$ cat src/rtl/twtl_pkg.sv
// ----------------------------------------------------------------------------
// twtl_pkg
// shared types and constants of the two-way traffic light controller
// ----------------------------------------------------------------------------
package twtl_pkg;

    typedef enum logic [1:0] {
        MODE_RUN   = 2'd0,
        MODE_RED   = 2'd1,
        MODE_AMBER = 2'd2,
        MODE_GREEN = 2'd3
    } t_mode;

    typedef enum logic [1:0] {
        PH_RED_GREEN = 2'd0,
        PH_RED_AMBER = 2'd1,
        PH_GREEN_RED = 2'd2,
        PH_AMBER_RED = 2'd3
    } t_phase;

    // input item bit positions
    localparam int IN_MODE  = 0;
    localparam int IN_INC   = 1;
    localparam int IN_SET   = 2;
    localparam int IN_TICK  = 3;
    localparam int IN_BLINK = 4;
    localparam int IN_BITS  = 5;

    // active-low lamp drive patterns
    localparam logic [5:0] LAMP_RED_GREEN = 6'h1e;
    localparam logic [5:0] LAMP_RED_AMBER = 6'h1d;
    localparam logic [5:0] LAMP_GREEN_RED = 6'h33;
    localparam logic [5:0] LAMP_AMBER_RED = 6'h2b;
    localparam logic [5:0] LAMP_CFG_RED   = 6'h1b;
    localparam logic [5:0] LAMP_CFG_AMBER = 6'h2d;
    localparam logic [5:0] LAMP_CFG_GREEN = 6'h36;
    localparam logic [5:0] BLINK_RED      = 6'h24;
    localparam logic [5:0] BLINK_AMBER    = 6'h12;
    localparam logic [5:0] BLINK_GREEN    = 6'h09;

    localparam int EDIT_WRAP   = 100;
    localparam int RESET_RED   = 5;
    localparam int RESET_AMBER = 2;
    localparam int RESET_GREEN = 3;

    function automatic logic [5:0] phase_lamps(input t_phase ph);
        logic [5:0] v;
        case (ph)
            PH_RED_GREEN: v = LAMP_RED_GREEN;
            PH_RED_AMBER: v = LAMP_RED_AMBER;
            PH_GREEN_RED: v = LAMP_GREEN_RED;
            default:      v = LAMP_AMBER_RED;
        endcase
        return v;
    endfunction

    function automatic logic [5:0] blink_mask(input t_mode m);
        logic [5:0] v;
        case (m)
            MODE_RED:   v = BLINK_RED;
            MODE_AMBER: v = BLINK_AMBER;
            MODE_GREEN: v = BLINK_GREEN;
            default:    v = 6'h00;
        endcase
        return v;
    endfunction

endpackage

$ cat src/rtl/twtl_bcd.sv
// ----------------------------------------------------------------------------
// twtl_bcd
// splits a small binary value into tens and ones digits (4 bits each)
// ----------------------------------------------------------------------------
module twtl_bcd
    import twtl_pkg::*;
#(
    parameter int WIDTH = 7
) (
    input  logic [WIDTH-1:0] i_value,
    output logic [3:0]       o_tens,
    output logic [3:0]       o_ones
);

    // x / 10 == (x * 205) >> 11, exact for x below 1029
    localparam int RECIP = 205;
    localparam int SHIFT = 11;
    localparam int PW    = WIDTH + 8;

    logic [PW-1:0]       prod;
    logic [PW-1-SHIFT:0] quot;
    logic [WIDTH-1:0]    rem;

    assign prod   = PW'(i_value) * PW'(RECIP);
    assign quot   = prod[PW-1:SHIFT];
    assign rem    = i_value - WIDTH'(WIDTH'(quot) * WIDTH'(10));
    assign o_tens = 4'(quot);
    assign o_ones = rem[3:0];

endmodule

$ cat src/rtl/two_way_traffic_light_controller_unit.sv
// ----------------------------------------------------------------------------
// two_way_traffic_light_controller_unit
// two-way traffic light controller with red, amber and green edit modes
// ----------------------------------------------------------------------------
// usage
//   s_axis carries one event item per handshake: mode, inc and set presses,
//   the one-second tick and the blink tick, one bit each
//   m_axis returns exactly one result item per event: lamp states, mode,
//   phase and the four display digits, all taken after the event
// throughput
//   an event is held in the input register, then processed in one pass of
//   next-state logic into the result register; one event per cycle is
//   sustained while m_axis_tready is high, and the next-state pass
//   includes the digit split (constant multiply)
// stalls
//   while m_axis_tready is low the result register holds; one more event
//   waits in the input register, then s_axis_tready drops
// reset
//   i_rst_n low (synchronous) empties both registers and loads auto mode,
//   phase red-green, countdowns 5/3, durations 5/2/3, edit value 5
// ----------------------------------------------------------------------------
module two_way_traffic_light_controller_unit
    import twtl_pkg::*;
#(
    parameter int TIME_WIDTH = 7
) (
    input  logic        i_clk,
    input  logic        i_rst_n,
    input  logic        s_axis_tvalid,
    output logic        s_axis_tready,
    // mode_press, inc_press, set_press, second_tick, blink_tick, 3 zero bits
    input  logic [7:0]  s_axis_tdata,
    output logic        m_axis_tvalid,
    input  logic        m_axis_tready,
    // lamps[5:0], op_mode[7:6], phase[9:8], digit_a_tens[13:10],
    // digit_a_ones[17:14], digit_b_tens[21:18], digit_b_ones[25:22], zeros
    output logic [31:0] m_axis_tdata
);

    localparam int TW = TIME_WIDTH;

    // input register
    logic                r_in_vld;
    logic [IN_BITS-1:0]  r_in_data;
    // result register
    logic                r_out_vld;
    logic [31:0]         r_out_data;
    logic [31:0]         n_out_data;

    // controller state
    t_mode               r_mode,   n_mode;
    t_phase              r_phase,  n_phase;
    logic [TW-1:0]       r_cnt_a,  n_cnt_a;
    logic [TW-1:0]       r_cnt_b,  n_cnt_b;
    logic [TW-1:0]       r_red,    n_red;
    logic [TW-1:0]       r_amber,  n_amber;
    logic [TW-1:0]       r_green,  n_green;
    logic [TW-1:0]       r_edit,   n_edit;
    logic [5:0]          r_lamp,   n_lamp;

    logic                advance;
    logic [TW-1:0]       disp_b;
    logic [3:0]          a_tens, a_ones, b_tens, b_ones;
    logic [3:0]          dig_a_tens, dig_a_ones;

    // an event moves on when the result register is free or being drained
    assign advance       = r_in_vld && (!r_out_vld || m_axis_tready);
    assign s_axis_tready = !r_in_vld || advance;
    assign m_axis_tvalid = r_out_vld;
    assign m_axis_tdata  = r_out_data;

    // input register
    always_ff @(posedge i_clk) begin
        if (!i_rst_n) begin
            r_in_vld <= 1'b0;
        end else if (s_axis_tready) begin
            r_in_vld <= s_axis_tvalid;
        end
        if (s_axis_tready && s_axis_tvalid) begin
            r_in_data <= s_axis_tdata[IN_BITS-1:0];
        end
    end

    // state and result registers
    always_ff @(posedge i_clk) begin
        if (!i_rst_n) begin
            r_out_vld <= 1'b0;
            r_mode    <= MODE_RUN;
            r_phase   <= PH_RED_GREEN;
            r_cnt_a   <= TW'(RESET_RED);
            r_cnt_b   <= TW'(RESET_GREEN);
            r_red     <= TW'(RESET_RED);
            r_amber   <= TW'(RESET_AMBER);
            r_green   <= TW'(RESET_GREEN);
            r_edit    <= TW'(RESET_RED);
            r_lamp    <= LAMP_RED_GREEN;
        end else begin
            if (advance) begin
                r_out_vld <= 1'b1;
                r_mode    <= n_mode;
                r_phase   <= n_phase;
                r_cnt_a   <= n_cnt_a;
                r_cnt_b   <= n_cnt_b;
                r_red     <= n_red;
                r_amber   <= n_amber;
                r_green   <= n_green;
                r_edit    <= n_edit;
                r_lamp    <= n_lamp;
            end else if (m_axis_tready) begin
                r_out_vld <= 1'b0;
            end
        end
        if (advance) begin
            r_out_data <= n_out_data;
        end
    end

    // next state for the event in the input register
    always_comb begin : p_next
        logic [TW-1:0] ca, cb, ev, t_r, t_a, t_g;
        n_mode  = r_mode;
        n_phase = r_phase;
        n_cnt_a = r_cnt_a;
        n_cnt_b = r_cnt_b;
        n_red   = r_red;
        n_amber = r_amber;
        n_green = r_green;
        n_edit  = r_edit;
        n_lamp  = r_lamp;
        ca      = r_cnt_a;
        cb      = r_cnt_b;
        ev      = r_edit;
        t_r     = r_red;
        t_a     = r_amber;
        t_g     = r_green;

        if (r_in_data[IN_MODE]) begin
            // a mode press does nothing else in this event
            case (r_mode)
                MODE_RUN: begin
                    n_mode = MODE_RED;
                    n_edit = r_red;
                    n_lamp = LAMP_CFG_RED;
                end
                MODE_RED: begin
                    n_mode = MODE_AMBER;
                    n_edit = r_amber;
                    n_lamp = LAMP_CFG_AMBER;
                end
                MODE_AMBER: begin
                    n_mode = MODE_GREEN;
                    n_edit = r_green;
                    n_lamp = LAMP_CFG_GREEN;
                end
                default: begin
                    n_mode  = MODE_RUN;
                    n_phase = PH_RED_GREEN;
                    n_cnt_a = r_red;
                    n_cnt_b = r_green;
                    n_lamp  = LAMP_RED_GREEN;
                end
            endcase
        end else if (r_mode == MODE_RUN) begin
            // lamps follow the phase held before this event
            n_lamp = phase_lamps(r_phase);
            if (r_in_data[IN_TICK]) begin
                if (ca != '0) ca = ca - TW'(1);
                if (cb != '0) cb = cb - TW'(1);
            end
            case (r_phase)
                PH_RED_GREEN: begin
                    if (cb == '0) begin
                        cb      = r_amber;
                        n_phase = PH_RED_AMBER;
                    end
                end
                PH_RED_AMBER: begin
                    if (cb == '0) begin
                        cb      = r_red;
                        ca      = r_green;
                        n_phase = PH_GREEN_RED;
                    end
                end
                PH_GREEN_RED: begin
                    if (ca == '0) begin
                        ca      = r_amber;
                        n_phase = PH_AMBER_RED;
                    end
                end
                default: begin
                    if (ca == '0) begin
                        ca      = r_red;
                        cb      = r_green;
                        n_phase = PH_RED_GREEN;
                    end
                end
            endcase
            n_cnt_a = ca;
            n_cnt_b = cb;
        end else begin
            // edit modes: blink, then increment, then set
            if (r_in_data[IN_BLINK]) begin
                n_lamp = r_lamp ^ blink_mask(r_mode);
            end
            if (r_in_data[IN_INC]) begin
                ev = ev + TW'(1);
                if (ev == TW'(EDIT_WRAP)) begin
                    ev = (r_mode == MODE_RED) ? TW'(2) : TW'(1);
                end
            end
            if (r_in_data[IN_SET]) begin
                case (r_mode)
                    MODE_RED: begin
                        if (ev < TW'(2)) ev = TW'(2);
                        t_r = ev;
                        if (t_a >= t_r) t_a = t_r - TW'(1);
                        if (t_a == '0) t_a = TW'(1);
                        t_g = t_r - t_a;
                    end
                    MODE_AMBER: begin
                        t_a = (ev == '0) ? TW'(1) : ev;
                        if (t_a >= r_red) begin
                            t_a = (r_red > TW'(1)) ? r_red - TW'(1) : TW'(1);
                        end
                        t_g = r_red - t_a;
                        if (t_g == '0) begin
                            t_g = TW'(1);
                            t_a = r_red - TW'(1);
                        end
                        ev = t_a;
                    end
                    default: begin
                        t_g = (ev == '0) ? TW'(1) : ev;
                        if (t_g >= r_red) t_g = r_red - TW'(1);
                        t_a = r_red - t_g;
                        if (t_a == '0) begin
                            t_a = TW'(1);
                            t_g = r_red - TW'(1);
                        end
                        ev = t_g;
                    end
                endcase
            end
            n_edit  = ev;
            n_red   = t_r;
            n_amber = t_a;
            n_green = t_g;
        end
    end

    // display digits
    assign disp_b = (n_mode == MODE_RUN) ? n_cnt_b : n_edit;

    twtl_bcd #(.WIDTH(TW)) u_bcd_a (
        .i_value (n_cnt_a),
        .o_tens  (a_tens),
        .o_ones  (a_ones)
    );

    twtl_bcd #(.WIDTH(TW)) u_bcd_b (
        .i_value (disp_b),
        .o_tens  (b_tens),
        .o_ones  (b_ones)
    );

    // edit modes show 0 and the mode number plus one on the a digits
    assign dig_a_tens = (n_mode == MODE_RUN) ? a_tens : 4'd0;
    assign dig_a_ones = (n_mode == MODE_RUN) ? a_ones : 4'(n_mode) + 4'd1;

    assign n_out_data = {6'd0, b_ones, b_tens, dig_a_ones, dig_a_tens,
                         n_phase, n_mode, ~n_lamp};

    // state only changes when an event moves into the result register
    a_hold_state : assert property (@(posedge i_clk) disable iff (!i_rst_n)
        (r_out_vld && !m_axis_tready) |=> ($stable(r_mode) && $stable(r_phase)
            && $stable(r_red) && $stable(r_edit)))
        else $error("state changed while the result was stalled");

    // green plus amber always equals red
    a_sum_kept : assert property (@(posedge i_clk) disable iff (!i_rst_n)
        TW'(r_green + r_amber) == r_red)
        else $error("green plus amber differs from red");

    // red duration never below two
    a_red_min : assert property (@(posedge i_clk) disable iff (!i_rst_n)
        r_red >= TW'(2))
        else $error("red duration below two");

    // result carries the mode that the event left behind
    a_out_mode : assert property (@(posedge i_clk) disable iff (!i_rst_n)
        advance |=> (m_axis_tdata[7:6] == r_mode))
        else $error("result mode does not match state");

endmodule

$ cat config.mk
export PLATFORM = sky130hd
export DESIGN_NAME = two_way_traffic_light_controller_unit
export DESIGN_NICKNAME = d
export VERILOG_FILES = /design/src/rtl/twtl_pkg.sv /design/src/rtl/twtl_bcd.sv /design/src/rtl/two_way_traffic_light_controller_unit.sv
export SDC_FILE = /design/constraint.sdc
export NUM_CORES = 1
export LEC_CHECK = 0
export CORE_ASPECT_RATIO = 1.4
export CORE_MARGIN = 10
export CORE_UTILIZATION = 35
export DETAILED_ROUTE_END_ITERATION = 7
export DONT_BUFFER_PORTS = 1
export PLACE_DENSITY_LB_ADDON = 0.12
export SYNTH_ARGS = -nofsm -noshare
export SYNTH_HDL_FRONTEND = slang
export SYNTH_SLANG_ARGS = --single-unit
$ cat constraint.sdc
create_clock -name i_clk -period 14.7 [get_ports i_clk]
set_clock_uncertainty 0.15 [all_clocks]
set_input_delay 4.41 -clock i_clk [delete_from_list [all_inputs] [get_ports i_clk]]
set_output_delay 4.41 -clock i_clk [all_outputs]
set_load 0.02 [all_outputs]
==> summary.txt <==
Power and ir drop
  – Power per standard cell area: 115 mW/mm^2
  – Internal power: 678 uW
  – Pleak: 0.00429 uW
  – Logic gate share of total power: 52.4%
  – Flop pwr share: 26.9%
  – Max rail drop VDD: 48.6 uV
  – Sw Ratio: 42.6%
  – P_sw: 503 uW
  – Clock Power Share: 20.7%

Logic synthesis
  – Synth Instances: 1158
  – Avg Inst Size Synth: 8.33 sq um
  – Top cells by area, synth: ha_1 15%, dfxtp_1 11%, edfxtp_1 9.7%, nand2_1 4.6%, fa_1 4.4%
  – Synth top area share: 15.0%
  – Synth Register Bits: 85
  – Post-synth top cells: 119 x nand2_1, 116 x ha_1, 87 x nor2_1
  – Post-synth EDFFs: 31
  – Netlist Area Pre-Place: 0.00964 sq mm
  – Yosys top cell by area: ha_1
  – Asr flop ratio synth: 0%
  – Post-synth top flop: dfxtp_1
  – Synth cell types: 100
  – Yosys warns: 0
  – Sequential fraction of the synthesis area: 20.9%
  – Most common cell in the netlist: nand2_1

Place
  – Final GP Congestion: 0.944
  – Port Buffer Count: 0
  – Detailed placement HPWL: 24.0 mm
  – Dpl ws: 2300 ps

Drt
  – 1st-iter DRT viols: 582
  – WL met3: 1.02 mm
  – WL met2: 16.3 mm
  – Met1 WL: 12.8 mm
  – Vias post-DR: 8445
  – Post-route ant nets: 0
  – Top layer reached by signal wires: met4
  – DRC: 0
  – Vias per cell: 5.65
  – Total routed wirelength: 31.2 mm
  – DR pass1 iterations: 6
  – Avg WL per Cell: 20.8 um

Worst hold path
  – Min-delay src: r_lamp[2]
  – Worst min-delay path category: reg -> reg
  – Hold Path End: r_lamp[2]
  – Min-Delay Path Depth: 2

Worst setup path
  – Worst r2r src: r_edit[0]
  – R2r endpoint: m_axis_tdata[25]
  – Worst Path Required: 14670 ps
  – Worst setup SP type: flip-flop
  – Max FO, Critical Path: 9
  – Depth of the worst register-to-register path: 43
  – CP max stage delay: 540 ps
  – Slowest-stage cell, CP: a221oi_1
  – Crit Path Category: reg -> reg
  – CP endpoint kind: flip-flop
  – Critical Path Most Common Cell: ha_1
  – Flop2flop setup slack: 2300 ps
  – Worst path arrival time: 12370 ps

Floorplan
  – Initial core utilization: 35.7%
  – Die ar.: 0.0347 sq mm
  – Row count: 71
  – Core area: 0.0270 sq mm
  – I/O pin cnt: 46
  – Chip width: 160 um
  – Die Y: 216 um

STA
  – Slew Viols, Final: 0
  – Fmax: 80.6 MHz
  – Crit share post-route: 84.4%
  – Relative slew margins: 46.1%
  – Final min period: 12400 ps
  – Worst Tran Pin Value: 808 ps
  – Hold WS: 359 ps
  – RSZ-0062 raised after global routing: false
  – Setup-failing EPs final: 0
  – Fin worst setup slack: 2300 ps
  – Setup TNS: 0 ps
  – Hold Vio Cnt, Final: 0

Layout
  – Layout cells sized above 1: 7.69%
  – Area grow syn2layout: 6.33%
  – Net count, final: 1275
  – Antenna Cells: 0

Status
  – Outcome: completed

Clock tree
  – Setup Fix Bufs, Post-CTS: 0
  – Skew-Pair Late Insertion Delay: 370 ps
  – Clock slew at reported path FFs: 70 ps
  – CTS sink cnt: 85
  – Clock tree buffer depth: 2
  – Cts hold-fix bufs: 0
  – Htree depth: 3
  – Total CTS buffers: 9
  – Root buf cell: clkbuf_16
  – Cts repair resizes: 0
  – CTS tree: yes

Global routing
  – Antenna violations before repair: 0
  – Grt ovf: 0
  – Vias in the first global route: 8218
  – Total GRT Usage: 17.7%
  – First-pass GRT wire length: 48.4 mm
  – Largest net degree at the start of global routing: 55

Run
  – Max-Cap Viols: 0
[layout make-up]
class | count | area, sq um
fillers | 2868 | 16800
multi-input cells | 924 | 7020
flip-flops and latches | 85 | 2010
well taps | 365 | 457
inverters | 88 | 333
clock buffers | 10 | 229
repair buffers | 18 | 135
clock inverters | 6 | 71.3
[worst max-delay path, delay by kind of cell, from the launching register on]
kind / cells / cell delay, ps
DFF: 1 / 440
AOI/OAI and AO/OA: 15 / 4470
buffers and inverters: 2 / 90
and+or+nand+nor: 9 / 1520
adders and majority gates: 9 / 3430
xor gates and xnor gates: 4 / 640
muxes: 4 / 1410
[worst max path at each step]
stage / start / end / depth (start not counted)
floorplan: r_edit[0] / m_axis_tdata[25] / 44
global placement: r_edit[0] / m_axis_tdata[25] / 43
detailed placement: r_edit[0] / m_axis_tdata[25] / 43
CTS: r_edit[0] / m_axis_tdata[25] / 43
global route: r_edit[0] / m_axis_tdata[25] / 45
finish: r_edit[0] / m_axis_tdata[25] / 43
[power by group through the flow]
stage               Sequential [uW]  Combinational [uW]  Clock [uW]
global placement                323                 623           0
global route                    321                 712         260
CTS                             318                 629         249
detailed placement              324                 623           0
finish                          317                 619         244
floorplan                       312                 489           0
[cell families after synthesis]
family,synth area share (%)
AOI/OAI and AO/OA,24.2
and+or+nand+nor,19.2
adders and majority gates,19.4
DFF,20.9
other,0.0389
muxes,4.98
xor gates and xnor gates,4.70
buffers and inverters,6.56
[registers in the layout (all words and copies together), names as in the netlist]
| name | count |
|---|---|
| m_axis_tdata | 26 |
| r_amber | 7 |
| r_cnt_a | 7 |
| r_cnt_b | 7 |
| r_edit | 7 |
| r_green | 7 |
| r_red | 7 |
| r_lamp | 6 |
| r_in_data | 5 |
| r_mode | 2 |
| r_phase | 2 |
| m_axis_tvalid | 1 |
| r_in_vld | 1 |
[placed cells by master (no fill, tap or decap), drive strengths merged, types with 7 or more instances in the layout]
cell type  count
nand2        119
ha           116
inv           90
nor2          87
a21oi         75
o21ai         58
dfxtp         54
xnor2         32
edfxtp        31
mux2i         31
o211ai        24
fa            21
nand3         21
a21boi        19
buf           18
nor2b         18
xor2          18
and2          17
nor3          17
a221oi        17
nand2b        16
a21o          14
mux2          13
a211oi        12
nor4          11
o211a         10
clkbuf        10
nand4          9
o22ai          9
a22oi          8
a31oi          8
o21a           7
nor3b          7
and3           7
o311ai         7
[metrics by stage]
step           cell area, sq um  util (%)  power (uW)  cells
2_1_floorplan              9660         -         802   1163
3_3_place_gp               9950      36.9         946   1480
3_5_place_dp               9950      36.9         947   1480
4_1_cts                   10300      38.0        1200   1496
5_1_grt                   10300      38.0        1290   1496
6_report                  10300      38.0        1180   1496
[layer usage]
metal / vias to the layer above / global-route usage (%)
met5: - / 0
met4: 0 / 7.15
met3: 55 / 2.12
met2: 195 / 32.5
met1: 4051 / 20.2
li1: 4144 / -
(Power assumes the default switching activity.)
